`config.mk`:
```
export PLATFORM = sky130hd
export DESIGN_NAME = heartbeat_link_session_core
export DESIGN_NICKNAME = d
export VERILOG_FILES = /design/src/rtl/hbls_pkg.sv /design/src/rtl/hbls_state_mem.sv /design/src/rtl/heartbeat_link_session_core.sv
export SDC_FILE = /design/constraint.sdc
export NUM_CORES = 2
export LEC_CHECK = 0
export BUFFER_PORTS_ARGS = -buffer_cell sky130_fd_sc_hd__buf_2
export CORE_MARGIN = 2
export CORE_UTILIZATION = 45
export CTS_BUF_LIST = sky130_fd_sc_hd__clkbuf_8
export CTS_CLUSTER_DIAMETER = 50
export DETAILED_ROUTE_END_ITERATION = 10
export PLACE_DENSITY_LB_ADDON = 0.3
export SYNTH_ARGS = -nofsm -noshare
export SYNTH_HDL_FRONTEND = slang
export SYNTH_SLANG_ARGS = --single-unit
```
`constraint.sdc`:
```
create_clock -name clk -period 161.2 [get_ports clk]
set_input_delay 48.36 -clock clk [delete_from_list [all_inputs] [get_ports clk]]
set_output_delay 48.36 -clock clk [all_outputs]
set_load 0.05 [all_outputs]
```
`src/rtl/hbls_pkg.sv`:
```
// ----------------------------------------------------------------------------
// hbls_pkg - shared types and constants of the heartbeat link session core
// Slot state word, stream word layouts, register indexes and the send period
// helper used by the session core.
// ----------------------------------------------------------------------------
package hbls_pkg;

  localparam int MAX_SESSIONS = 4;
  localparam int IDX_W        = (MAX_SESSIONS > 1) ? $clog2(MAX_SESSIONS) : 1;
  localparam int SLOT_W       = 2;
  localparam int SLOT_XW      = (IDX_W > SLOT_W) ? IDX_W : SLOT_W;

  localparam int IN_TDATA_W   = 152;
  localparam int IN_TUSER_W   = 2;
  localparam int OUT_TDATA_W  = 232;
  localparam int CFG_ADDR_W   = 3;
  localparam int CFG_DATA_W   = 20;

  typedef logic [IDX_W-1:0] idx_t;

  // item kinds
  localparam logic [1:0] KIND_TIME  = 2'd0;
  localparam logic [1:0] KIND_SEND  = 2'd1;
  localparam logic [1:0] KIND_REPLY = 2'd2;

  // session modes
  localparam logic [1:0] MODE_IDLE    = 2'd0;
  localparam logic [1:0] MODE_BONDING = 2'd1;
  localparam logic [1:0] MODE_BONDED  = 2'd2;

  // register indexes
  localparam logic [CFG_ADDR_W-1:0] CFG_MIN_PERIOD = 3'd0;
  localparam logic [CFG_ADDR_W-1:0] CFG_MAX_PERIOD = 3'd1;
  localparam logic [CFG_ADDR_W-1:0] CFG_BOND_RETRY = 3'd2;
  localparam logic [CFG_ADDR_W-1:0] CFG_MISSED     = 3'd3;
  localparam logic [CFG_ADDR_W-1:0] CFG_JITTER     = 3'd4;
  localparam logic [CFG_ADDR_W-1:0] CFG_FLOOR      = 3'd5;
  localparam logic [CFG_ADDR_W-1:0] CFG_BOND_CODE  = 3'd6;

  typedef struct packed {
    logic [1:0]  mode;
    logic [15:0] peer_window;
    logic [47:0] last_send_time;
    logic [47:0] last_reply_time;
    logic [47:0] last_bond_time;
    logic [31:0] tx_counter;
    logic [31:0] rx_counter;
    logic [31:0] rx_stamp;
    logic [7:0]  reply_type;
    logic [31:0] replies_seen;
    logic [31:0] failures_seen;
    logic [31:0] rebonds_seen;
  } entry_t;

  // input word, lowest field last
  typedef struct packed {
    logic [2:0]  pad;
    logic [15:0] reply_window_ms;
    logic [7:0]  reply_message;
    logic [31:0] reply_stamp;
    logic [31:0] reply_counter;
    logic        checksum_ok;
    logic        source_match;
    logic        send_ok;
    logic [7:0]  verdict;
    logic [47:0] now_ms;
    logic [1:0]  slot;
  } in_word_t;

  // result word, lowest field last
  typedef struct packed {
    logic [3:0]  pad;
    logic [31:0] rebond_count;
    logic [31:0] send_fail_count;
    logic [31:0] reply_count;
    logic [7:0]  last_message;
    logic        rebonded;
    logic [15:0] send_period_ms;
    logic [31:0] ack_stamp;
    logic [31:0] ack_counter;
    logic [31:0] next_counter;
    logic [7:0]  message_type;
    logic        send_due;
    logic [1:0]  session_state;
  } out_word_t;

  typedef struct packed {
    logic [15:0] min_period;
    logic [15:0] max_period;
    logic [15:0] bond_retry;
    logic [7:0]  missed;
    logic [15:0] jitter;
    logic [19:0] floor_ms;
    logic [7:0]  bond_code;
  } cfg_t;

  // half the window, min bound first, max bound wins; a zero window gives the min bound
  function automatic logic [15:0] period_of(input logic [15:0] win,
                                            input logic [15:0] lo,
                                            input logic [15:0] hi);
    logic [15:0] p;
    if (win == 16'd0) begin
      p = lo;
    end else begin
      p = {1'b0, win[15:1]};
      if (p < lo) p = lo;
      if (p > hi) p = hi;
    end
    return p;
  endfunction

  function automatic idx_t slot_idx(input logic [SLOT_W-1:0] slot);
    logic [SLOT_XW-1:0] t;
    t = SLOT_XW'(slot);
    return t[IDX_W-1:0];
  endfunction

  function automatic logic slot_in_range(input logic [SLOT_W-1:0] slot);
    logic [SLOT_XW-1:0] t;
    t = SLOT_XW'(slot);
    return (int'(t) < MAX_SESSIONS);
  endfunction

endpackage

```
`src/rtl/hbls_state_mem.sv`:
```
// ----------------------------------------------------------------------------
// hbls_state_mem - per-slot session state memory
// Registered synchronous read, one write port, valid bits for reset-to-zero
// and a bypass of the last written entry.
// ----------------------------------------------------------------------------
module hbls_state_mem (
  input  logic             clk,
  input  logic             rst_n,
  input  logic             rd_en,
  input  hbls_pkg::idx_t   rd_idx,
  input  logic             wr_en,
  input  hbls_pkg::idx_t   wr_idx,
  input  hbls_pkg::entry_t wr_data,
  output hbls_pkg::entry_t rd_data
);
  import hbls_pkg::*;

  entry_t                  mem_r [MAX_SESSIONS];
  logic [MAX_SESSIONS-1:0] vld_r;
  entry_t                  rdq_r;
  idx_t                    rdidx_r;
  logic                    rdv_r;
  entry_t                  fwd_r;
  idx_t                    fwd_idx_r;
  logic                    fwd_v_r;

  always_ff @(posedge clk) begin
    if (wr_en) begin
      mem_r[wr_idx] <= wr_data;
    end
    if (rd_en) begin
      rdq_r   <= mem_r[rd_idx];
      rdidx_r <= rd_idx;
    end
    if (wr_en) begin
      fwd_r     <= wr_data;
      fwd_idx_r <= wr_idx;
    end
  end

  always_ff @(posedge clk) begin
    if (!rst_n) begin
      vld_r   <= '0;
      rdv_r   <= 1'b0;
      fwd_v_r <= 1'b0;
    end else begin
      if (wr_en) begin
        vld_r[wr_idx] <= 1'b1;
        fwd_v_r       <= 1'b1;
      end
      if (rd_en) begin
        rdv_r <= vld_r[rd_idx];
      end
    end
  end

  // last write to a slot is its current contents, so bypass on a match
  always_comb begin
    if (fwd_v_r && fwd_idx_r == rdidx_r) begin
      rd_data = fwd_r;
    end else if (rdv_r) begin
      rd_data = rdq_r;
    end else begin
      rd_data = '0;
    end
  end

endmodule

```
`src/rtl/heartbeat_link_session_core.sv`:
```
// ----------------------------------------------------------------------------
// heartbeat_link_session_core - per-slot heartbeat session tracker
// Keeps idle / bonding / bonded state for each slot and reports send timing.
// ----------------------------------------------------------------------------
// Usage:
//   in_*  : one word per event (time check, send outcome, received reply),
//           kind on in_tuser, slot and event fields on in_tdata.
//   out_* : one result word per input word, in order.
//   cfg_* : register writes, only while the core is idle.
// Pipeline: a result becomes valid once its accepted word has passed the
//   state read at the accepting edge, the elapsed/limit prep and the update
//   into the output register.
// Throughput: one word per cycle while consecutive words name different
//   slots and the output is not stalled; a word for the same slot as the
//   word just accepted waits until that word has moved on from stage 1.
//   The wait is set by the registered read of the state memory.
// Reset: all slots read as idle with zeroed state at once (valid bits),
//   registers return to their defaults.
// Stall: when out_tready is low with a result valid, the result is held and
//   the whole pipe freezes; in_tready drops until the output register drains.
// ----------------------------------------------------------------------------
module heartbeat_link_session_core (
  input  logic                              clk,
  input  logic                              rst_n,
  input  logic                              in_tvalid,
  output logic                              in_tready,
  // slot, now_ms, verdict, send_ok, source_match, checksum_ok, reply_counter,
  // reply_stamp, reply_message, reply_window_ms, zero pad
  input  logic [hbls_pkg::IN_TDATA_W-1:0]   in_tdata,
  // kind
  input  logic [hbls_pkg::IN_TUSER_W-1:0]   in_tuser,
  output logic                              out_tvalid,
  input  logic                              out_tready,
  // session_state, send_due, message_type, next_counter, ack_counter,
  // ack_stamp, send_period_ms, rebonded, last_message, reply_count,
  // send_fail_count, rebond_count, zero pad
  output logic [hbls_pkg::OUT_TDATA_W-1:0]  out_tdata,
  input  logic                              cfg_we,
  input  logic [hbls_pkg::CFG_ADDR_W-1:0]   cfg_addr,
  input  logic [hbls_pkg::CFG_DATA_W-1:0]   cfg_wdata
);
  import hbls_pkg::*;

  cfg_t       cfg_r;
  in_word_t   in_word;
  logic       adv;
  logic       acc;

  logic       s1_v_r;
  in_word_t   s1_word_r;
  logic [1:0] s1_kind_r;
  entry_t     s1_ent;
  logic [23:0] s1_prod;

  logic        s2_v_r;
  in_word_t    s2_word_r;
  logic [1:0]  s2_kind_r;
  entry_t      s2_ent_r;
  logic [23:0] s2_prod_r;
  logic [47:0] s2_el_reply_r;
  logic [47:0] s2_el_bond_r;
  logic [47:0] s2_el_send_r;

  entry_t      upd;
  logic        due;
  logic        reb;
  logic [24:0] lim_raw;
  logic [24:0] lim;
  logic        s2_in_range;
  logic        wr_en;
  out_word_t   res;
  out_word_t   out_word_r;
  logic        out_tvalid_r;

  // ---------------- configuration ----------------
  always_ff @(posedge clk) begin
    if (!rst_n) begin
      cfg_r.min_period <= 16'd50;
      cfg_r.max_period <= 16'd1000;
      cfg_r.bond_retry <= 16'd500;
      cfg_r.missed     <= 8'd3;
      cfg_r.jitter     <= 16'd100;
      cfg_r.floor_ms   <= 20'd1000;
      cfg_r.bond_code  <= 8'd1;
    end else if (cfg_we) begin
      case (cfg_addr)
        CFG_MIN_PERIOD: cfg_r.min_period <= cfg_wdata[15:0];
        CFG_MAX_PERIOD: cfg_r.max_period <= cfg_wdata[15:0];
        CFG_BOND_RETRY: cfg_r.bond_retry <= cfg_wdata[15:0];
        CFG_MISSED:     cfg_r.missed     <= cfg_wdata[7:0];
        CFG_JITTER:     cfg_r.jitter     <= cfg_wdata[15:0];
        CFG_FLOOR:      cfg_r.floor_ms   <= cfg_wdata;
        CFG_BOND_CODE:  cfg_r.bond_code  <= cfg_wdata[7:0];
        default: ;
      endcase
    end
  end

  // ---------------- input and interlock ----------------
  assign in_word = in_word_t'(in_tdata);
  assign adv     = !out_tvalid_r || out_tready;
  // a word for the slot sitting in stage 1 waits until that word moves on to stage 2
  assign in_tready = adv && !(s1_v_r && s1_word_r.slot == in_word.slot);
  assign acc       = in_tvalid && in_tready;

  hbls_state_mem u_mem (
    .clk     (clk),
    .rst_n   (rst_n),
    .rd_en   (acc),
    .rd_idx  (slot_idx(in_word.slot)),
    .wr_en   (wr_en),
    .wr_idx  (slot_idx(s2_word_r.slot)),
    .wr_data (upd),
    .rd_data (s1_ent)
  );

  // ---------------- stage 1: state read, elapsed times, window product ----
  always_ff @(posedge clk) begin
    if (acc) begin
      s1_word_r <= in_word;
      s1_kind_r <= in_tuser;
    end
  end

  assign s1_prod = 24'(s1_ent.peer_window) * 24'(cfg_r.missed);

  always_ff @(posedge clk) begin
    if (adv) begin
      s2_word_r     <= s1_word_r;
      s2_kind_r     <= s1_kind_r;
      s2_ent_r      <= s1_ent;
      s2_prod_r     <= s1_prod;
      s2_el_reply_r <= s1_word_r.now_ms - s1_ent.last_reply_time;
      s2_el_bond_r  <= s1_word_r.now_ms - s1_ent.last_bond_time;
      s2_el_send_r  <= s1_word_r.now_ms - s1_ent.last_send_time;
    end
  end

  // ---------------- stage 2: update and result ----------------
  assign s2_in_range = slot_in_range(s2_word_r.slot);
  assign lim_raw     = 25'(s2_prod_r) + 25'(cfg_r.jitter);
  assign lim         = (lim_raw < 25'(cfg_r.floor_ms)) ? 25'(cfg_r.floor_ms) : lim_raw;

  always_comb begin
    upd = s2_ent_r;
    due = 1'b0;
    reb = 1'b0;
    case (s2_kind_r)
      KIND_TIME: begin
        if (s2_ent_r.mode == MODE_BONDED && s2_el_reply_r >= 48'(lim)) begin
          upd.mode         = MODE_IDLE;
          upd.peer_window  = 16'd0;
          upd.tx_counter   = 32'd0;
          upd.rx_counter   = 32'd0;
          upd.rx_stamp     = 32'd0;
          upd.rebonds_seen = s2_ent_r.rebonds_seen + 32'd1;
          reb              = 1'b1;
        end
        if (upd.mode == MODE_BONDING) begin
          due = (s2_el_bond_r >= 48'(cfg_r.bond_retry));
        end else if (upd.mode == MODE_IDLE) begin
          due = 1'b1;
        end else begin
          due = (s2_el_send_r >=
                 48'(period_of(upd.peer_window, cfg_r.min_period, cfg_r.max_period)));
        end
      end
      KIND_SEND: begin
        if (s2_word_r.send_ok) begin
          upd.tx_counter     = s2_ent_r.tx_counter + 32'd1;
          upd.last_send_time = s2_word_r.now_ms;
          if (s2_ent_r.mode == MODE_IDLE) begin
            upd.mode           = MODE_BONDING;
            upd.last_bond_time = s2_word_r.now_ms;
          end else if (s2_ent_r.mode == MODE_BONDING) begin
            upd.last_bond_time = s2_word_r.now_ms;
          end
        end else begin
          upd.failures_seen = s2_ent_r.failures_seen + 32'd1;
        end
      end
      KIND_REPLY: begin
        if (s2_word_r.source_match && s2_word_r.checksum_ok) begin
          upd.rx_counter      = s2_word_r.reply_counter;
          upd.rx_stamp        = s2_word_r.reply_stamp;
          upd.last_reply_time = s2_word_r.now_ms;
          upd.reply_type      = s2_word_r.reply_message;
          upd.replies_seen    = s2_ent_r.replies_seen + 32'd1;
          if (s2_word_r.reply_window_ms != 16'd0) begin
            upd.peer_window = s2_word_r.reply_window_ms;
          end
          upd.mode = MODE_BONDED;
        end
      end
      default: ;
    endcase
  end

  always_comb begin
    res = '0;
    if (s2_in_range) begin
      res.session_state   = upd.mode;
      res.send_due        = due;
      res.message_type    = (upd.mode == MODE_BONDED) ? s2_word_r.verdict : cfg_r.bond_code;
      res.next_counter    = upd.tx_counter + 32'd1;
      res.ack_counter     = upd.rx_counter;
      res.ack_stamp       = upd.rx_stamp;
      res.send_period_ms  = period_of(upd.peer_window, cfg_r.min_period, cfg_r.max_period);
      res.rebonded        = reb;
      res.last_message    = upd.reply_type;
      res.reply_count     = upd.replies_seen;
      res.send_fail_count = upd.failures_seen;
      res.rebond_count    = upd.rebonds_seen;
    end else begin
      res.send_period_ms  = cfg_r.min_period;
    end
  end

  assign wr_en = adv && s2_v_r && s2_in_range;

  always_ff @(posedge clk) begin
    if (adv) begin
      out_word_r <= res;
    end
  end

  always_ff @(posedge clk) begin
    if (!rst_n) begin
      s1_v_r       <= 1'b0;
      s2_v_r       <= 1'b0;
      out_tvalid_r <= 1'b0;
    end else if (adv) begin
      s1_v_r       <= acc;
      s2_v_r       <= s1_v_r;
      out_tvalid_r <= s2_v_r;
    end
  end

  assign out_tvalid = out_tvalid_r;
  assign out_tdata  = out_word_r;

`ifndef SYNTHESIS
  // the words in stage 1 and stage 2 never share a slot, the bypass relies on it
  a_no_slot_overlap: assert property (@(posedge clk) disable iff (!rst_n)
    (s1_v_r && s2_v_r) |-> (s1_word_r.slot != s2_word_r.slot))
    else $error("stage 1 and stage 2 hold the same slot");

  a_accept_enters: assert property (@(posedge clk) disable iff (!rst_n)
    acc |=> (s1_v_r && s1_word_r.slot == $past(in_word.slot)))
    else $error("accepted word missing from stage 1");

  a_rebond_idle: assert property (@(posedge clk) disable iff (!rst_n)
    (out_tvalid_r && out_word_r.rebonded) |-> (out_word_r.session_state == MODE_IDLE))
    else $error("re-bond reported on a slot that is not idle");

  a_stall_holds: assert property (@(posedge clk) disable iff (!rst_n)
    (s2_v_r && !adv) |=> (s2_v_r && $stable(s2_word_r.slot)))
    else $error("stage 2 moved during a stall");
`endif

endmodule

```
# Yosys cells after proc, flatten, opt, wreduce, memory -nomap -nowiden
# Memories as Yosys holds them, arrays and structs flattened. A register that Yosys moved wholly into a read port is not among the register bits.
# Index checks and enable logic that the tools add are counted.
[classes]
mul = 1
n_bitwise = 1
n_reduce_logical = 25
addsub = 9
n_lt_le_gt_ge = 11
n_mux = 52
n_eq_ne = 14
[op_table]
columns = ["op", "n"]
rows = [
  ["$mux 362", 2],
  ["$mux 48", 7],
  ["$mux 16", 15],
  ["$add 32x1->32 const B", 5],
  ["$sub 48x48->48", 3],
  ["$mux 32", 4],
  ["$pmux 64 s2", 1],
  ["$mux 104", 1],
  ["$ge 48x16->1", 2],
  ["$mux 96", 1],
  ["$mux 80", 1],
  ["$pmux 32 s2", 1],
  ["$mux 18", 3],
  ["$ge 48x25->1", 1],
  ["$mux 40", 1],
  ["$gt 16x16->1", 2],
  ["$logic_not 16->1", 2],
  ["$lt 15x16->1", 2],
  ["$pmux 16 s2", 1],
  ["$add 24x16->25", 1],
  ["$lt 25x20->1", 1],
  ["$mux 25", 1],
  ["$mul 16x8->24", 1],
  ["$reduce_bool 16->1", 1],
  ["21 further kinds", 53],
]
[word_totals]
out_inout_bits = 234
input_bits = 182
wordCells = 190
n_memories = 1
ram_bits = 1448
regBits = 1533
[mem_list]
columns = ["memory", "words", "width", "read_ports", "rd_ports_with_merged_regs", "wr", "line_no", "rtl"]
rows = [
  ["u_mem.mem_r", 4, 362, 1, 1, 1, "hbls_state_mem.sv:18", "entry_t mem_r [MAX_SESSIONS];"],
]

# Logic depth before layout (Yosys ltp)
[logic_depth]
depth_word = 22
depth_mapped = 65
ltp_nobuf = 60

# By module
# A second synthesis with hierarchy kept.
[unflattened]
hier_cells = 8596
hier_area_um2 = 140180.7
[by_module_without_submodules]
columns = ["module", "instances", "area_each_um2", "seq_area_each_um2", "cells_per_inst"]
rows = [
  ["hbls_state_mem", 1, 80956.4, 65462.8, 3808],
  ["heartbeat_link_session_core", 1, 59224.3, 33892.5, 4788],
]

# Worst setup path after synthesis
# Ideal clock, no wire load.
[synth_timing]
path_type = "input to output"
from = "input port in_tdata[1] (netlist bit)"
to = "output port in_tready"
path_stages = 3
slack_ns = 63.331
path_buffers = 1
required_time_ns = 112.840
arrival_ns = 49.509
path_cell_list = "clkbuf_1 -> xnor2_1 -> a31oi_1"
[synth_between]
elab_chain_cells = 4
[synth_rtl]
columns = ["item", "line_no", "rtl"]
rows = [
  ["start, declared", "heartbeat_link_session_core.sv:29", "input logic [hbls_pkg::IN_TDATA_W-1:0] in_tdata,"],
  ["$eq 2x2->1", "heartbeat_link_session_core.sv:103", "assign in_tready = adv && !(s1_v_r && s1_word_r.slot == in_word.slot);"],
  ["$logic_and 1x1->1", "heartbeat_link_session_core.sv:103", ""],
  ["$logic_not 1->1", "heartbeat_link_session_core.sv:103", ""],
  ["$logic_and 1x1->1", "heartbeat_link_session_core.sv:103", ""],
  ["end, declared", "heartbeat_link_session_core.sv:26", "output logic in_tready,"],
]
# Every way passes these cells.

# Worst setup path in the final report
# Ends and elaborated chain as after synthesis.

==> key figures <==
Status
  • Run status: completed

Power
  • Cell-internal power: between 1000 and 1500 uW
  • Pwr Density: 12.0 nW/um^2
  • Reg power frac: 54.1%
  • Sw power: approximately 460 uW
  • Leakage: a little under 0.06 uW
  • Logic gate share of total power: between 7 and 8%
  • Sw Share: between 20% and 30%
  • Clk pwr share: roughly 38%
  • Maximum VDD drop: approximately 0.000009 V

Clocking
  • H-tree Lvls: 6
  • Clock latency on the worst-skew pair: 1190 ps
  • Maximum clock path buffer count: 4
  • Clock sink count: between 3k and 4k
  • Clk pin slew, worst setup/hold paths: 60 ps
  • Num CTS Buffers: roughly 560
  • Post_cts resized: 0
  • Postcts setup bufs: 0
  • Root Buffer Master: clkbuf_8
  • CTS tree: built
  • Hold Buf Count CTS: 0

Detailed routing
  • Overall routed net length: 344000 um
  • 1st-iter DRT viols: roughly 7k
  • Routed len/inst: 24.5 um
  • DRT antenna net count: 0
  • Vias per Instance: roughly 5.6
  • Vias: just under 80k
  • Remaining DRCs: 0
  • Pre-Repair DR Iteration Count: 8

Synth
  • Cell count after synthesis: ~9k
  • Seq/Total Area, Yosys: slightly above 70%
  • Most used DFF post-synth: edfxtp_1
  • Async SR Flop Fraction: 0%
  • Post-Syn Area: 138000 sq um
  • Yosys reg bits: about 3.3k
  • YS warnings: 0
  • Mean Syn Cell Area: about 16 sq um
  • Post-synth EDFFs: ~3.2k
  • Unique masters post-synth: a little over 100

Critical path
  • Crit Path Max Fanout: 34
  • Delay-heaviest family, CP: buffers and inverters
  • Slowest-stage cell, CP: a31oi_1
  • Critical setup path kind: input pin to output port
  • Crit path launch type: input pin
  • Data arrival, critical path: between 40000 and 50000 ps
  • Endpoint type of the worst setup path: output port
  • Cell Chain, Critical Path: buf_8, xnor2_1, a31oi_1, buf_2
  • Critical path's largest stage delay: 400 ps
  • Critical Path RT: between 100000 and 150000 ps
  • Buffers & Inverters on Critical Path: 2

STA
  • Final setup fails: 0
  • RSZ-0062 raised after global routing: false
  • Tcrit/Tclk final: 60.8%
  • Final worst setup slack: ~63000 ps
  • Slew Viols, Final: 0
  • Max Clk Rate: between 10 and 15 MHz
  • Slew at the pin closest to its max-slew limit: 1170 ps
  • Worst relative slew slack: 20.3%
  • Setup_tns: 0 ps
  • Final hold violation count: 0
  • Clock period minus final worst setup slack: ~98000 ps
  • Hold WS: a little over 400 ps
  • Clock skew: about 100 ps

Cells and area
  • Layout cells sized above 1: between 10% and 20%
  • Final-layout fill cell count: between 20k and 30k
  • Area Overhead vs Synth: 12.8%
  • Number of nets in the layout: 10.1k
  • Reg area: between 90000 and 100000 sq um
  • Multi-input logic area: ~37000 sq um
  • Design area: ~160000 sq um

Die
  • Row count: around 200
  • Chip Width: roughly 560 um
  • Core ar.: between 300000 and 400000 sq um
  • Boundary Pins: 416
  • Die Area: between 300000 and 400000 sq um
  • Die span in y: between 500 and 600 um
  • Starting density of the core: ~45%

Global routing
  • Pin count of the biggest net entering global routing: ~150
  • Initial antenna violation count: 12
  • Global-route wire length before repair: roughly 510000 um
  • Vias in the first global route: between 80k and 90k
  • Total gr overflow: 0
  • Total track usage: between 20% and 30%

Place
  • PortBufs: approximately 400
  • Final estimated routing congestion in global placement: slightly below 0.9
  • Final HPWL DP: slightly above 200000 um
  • Setup WS pre-CTS: 63120 ps
  • Post-DP Area: ~150000 sq um

Hold path
  • HP Class: register to register

Flow run
  • Max-capacitance violation count: 0
[stage by stage]
stage	cells	power (uW)	util [%]
3_5_place_dp	13100	1180	47.6
4_1_cts	14000	1890	51.0
5_1_grt	14000	1940	51.0
6_report	14100	1870	51.0
2_1_floorplan	8742	1140	-
3_3_place_gp	13100	1170	47.6
[path summary, 6_finish.rpt]
| kind | startpoint | end | slack (ps) | cells past startpoint |
|---|---|---|---|---|
| setup reg to reg | s2_prod_r[0] | out_tdata[2] | 146120 | 62 |
| hold / removal | s1_word_r[54] | s2_word_r[54] | 410 | 0 |
| hold reg to reg | s1_word_r[54] | s2_word_r[54] | 410 | 0 |
| setup / recovery | in_tdata[1] | in_tready | 63170 | 4 |
[power by group through the flow]
stage	registers (uW)	logic (uW)	clock network [uW]
finish	1010	147	712
global route	1020	159	766
CTS	1010	147	729
detailed placement	1030	147	0
global placement	1030	144	0
floorplan	1050	82.1	0
[worst register-to-register path, delay by kind of cell (launching register included)]
kind,cells,cell delay [ps]
compound gates,38,8660
flops,1,420
fa+ha+maj,7,2100
buf+inv,5,1550
simple gates,10,1480
xor+xnor,1,120
mux,1,420
[cell type report]
class,count,share of cell area (%)
multi-input combinational,4687,23.4
clock buffer,582,5.13
inverter,374,0.908
clock inverter,408,1.59
tap,4100,3.28
antenna,8,0.0128
sequential,3343,63.6
timing repair buffer,548,2.07
[layout by cell type, fill, tap and decap left out, types with 124 or more instances in the layout]
cell type  count
a21o_1       124
nor2_1       175
buf_2        406
and2_1       225
ha_1         340
inv_1        552
xnor2_1      200
nand2_1     1243
mux4_2       363
o21ai_0      150
nand3_1      475
clkbuf_8     582
a21oi_1      193
buf_4        131
edfxtp_1    3234
[flip-flops by register name, indices dropped and copies added, names as in the netlist, 2 cells and up]
signal	flops
s2_el_send_r	48
u_mem.rdidx_r	2
u_mem.fwd_idx_r	2
s2_kind_r	2
s2_el_bond_r	48
u_mem.rdq_r	362
cfg_r	100
u_mem.mem_r	1448
u_mem.fwd_r	362
s1_kind_r	2
u_mem.vld_r	4
out_tdata	228
s2_word_r	149
s2_ent_r	362
s2_prod_r	24
s1_word_r	147
s2_el_reply_r	48
[layer usage]
metal	track usage (%)	share of wire [%]
met1	30.0	43
met2	35.1	48
met3	3.37	6.7
met4	7.25	3.1
met5	0	0.0023
[cell families after synthesis]
kind of cell,after synthesis,share of synthesized area (%)
flip-flops,3343,71.7
AND/OR/NAND/NOR,2514,8.44
AO/OA/AOI/OAI,957,4.76
buffers and inverters,712,1.95
multiplexers,499,6.98
adder cells (fa/ha/maj),429,4.35
XOR/XNOR,284,1.81
other,1,0.00271
[cell usage after synthesis, types with 8 or more instances]
cell type	count	area, sq um
or3_1	9	56.3
mux2i_1	27	270
mux2_2	109	1230
a21boi_0	84	631
nor2b_1	53	332
buf_1	68	255
nand3_1	476	2380
and2_1	226	1410
a22oi_1	13	97.6
o211ai_1	33	248
a211oi_1	22	165
a22o_1	102	893
xnor2_1	200	1750
ha_1	340	4250
nand2_1	1244	4670
nand2b_1	38	238
or4_1	14	105
or2_2	15	93.8
nor4_1	38	238
o31ai_1	14	105
a31oi_1	27	169
o21ai_0	151	756
a31o_2	8	70.1
inv_1	372	1400
and3_1	62	388
and4_1	12	105
nor3_1	52	260
clkbuf_1	258	968
o221ai_1	8	70.1
o21bai_1	20	150
o21a_1	53	398
a21oi_1	194	971
mux4_2	363	8180
dfxtp_1	109	2180
nor2_1	179	672
xor2_1	83	727
edfxtp_1	3234	97100
a221oi_1	16	140
nor3b_1	9	67.6
a21o_1	124	931
o22ai_1	8	50.1
nand4_1	61	382
fa_1	88	1760
Power figures use the tool's default switching activity.
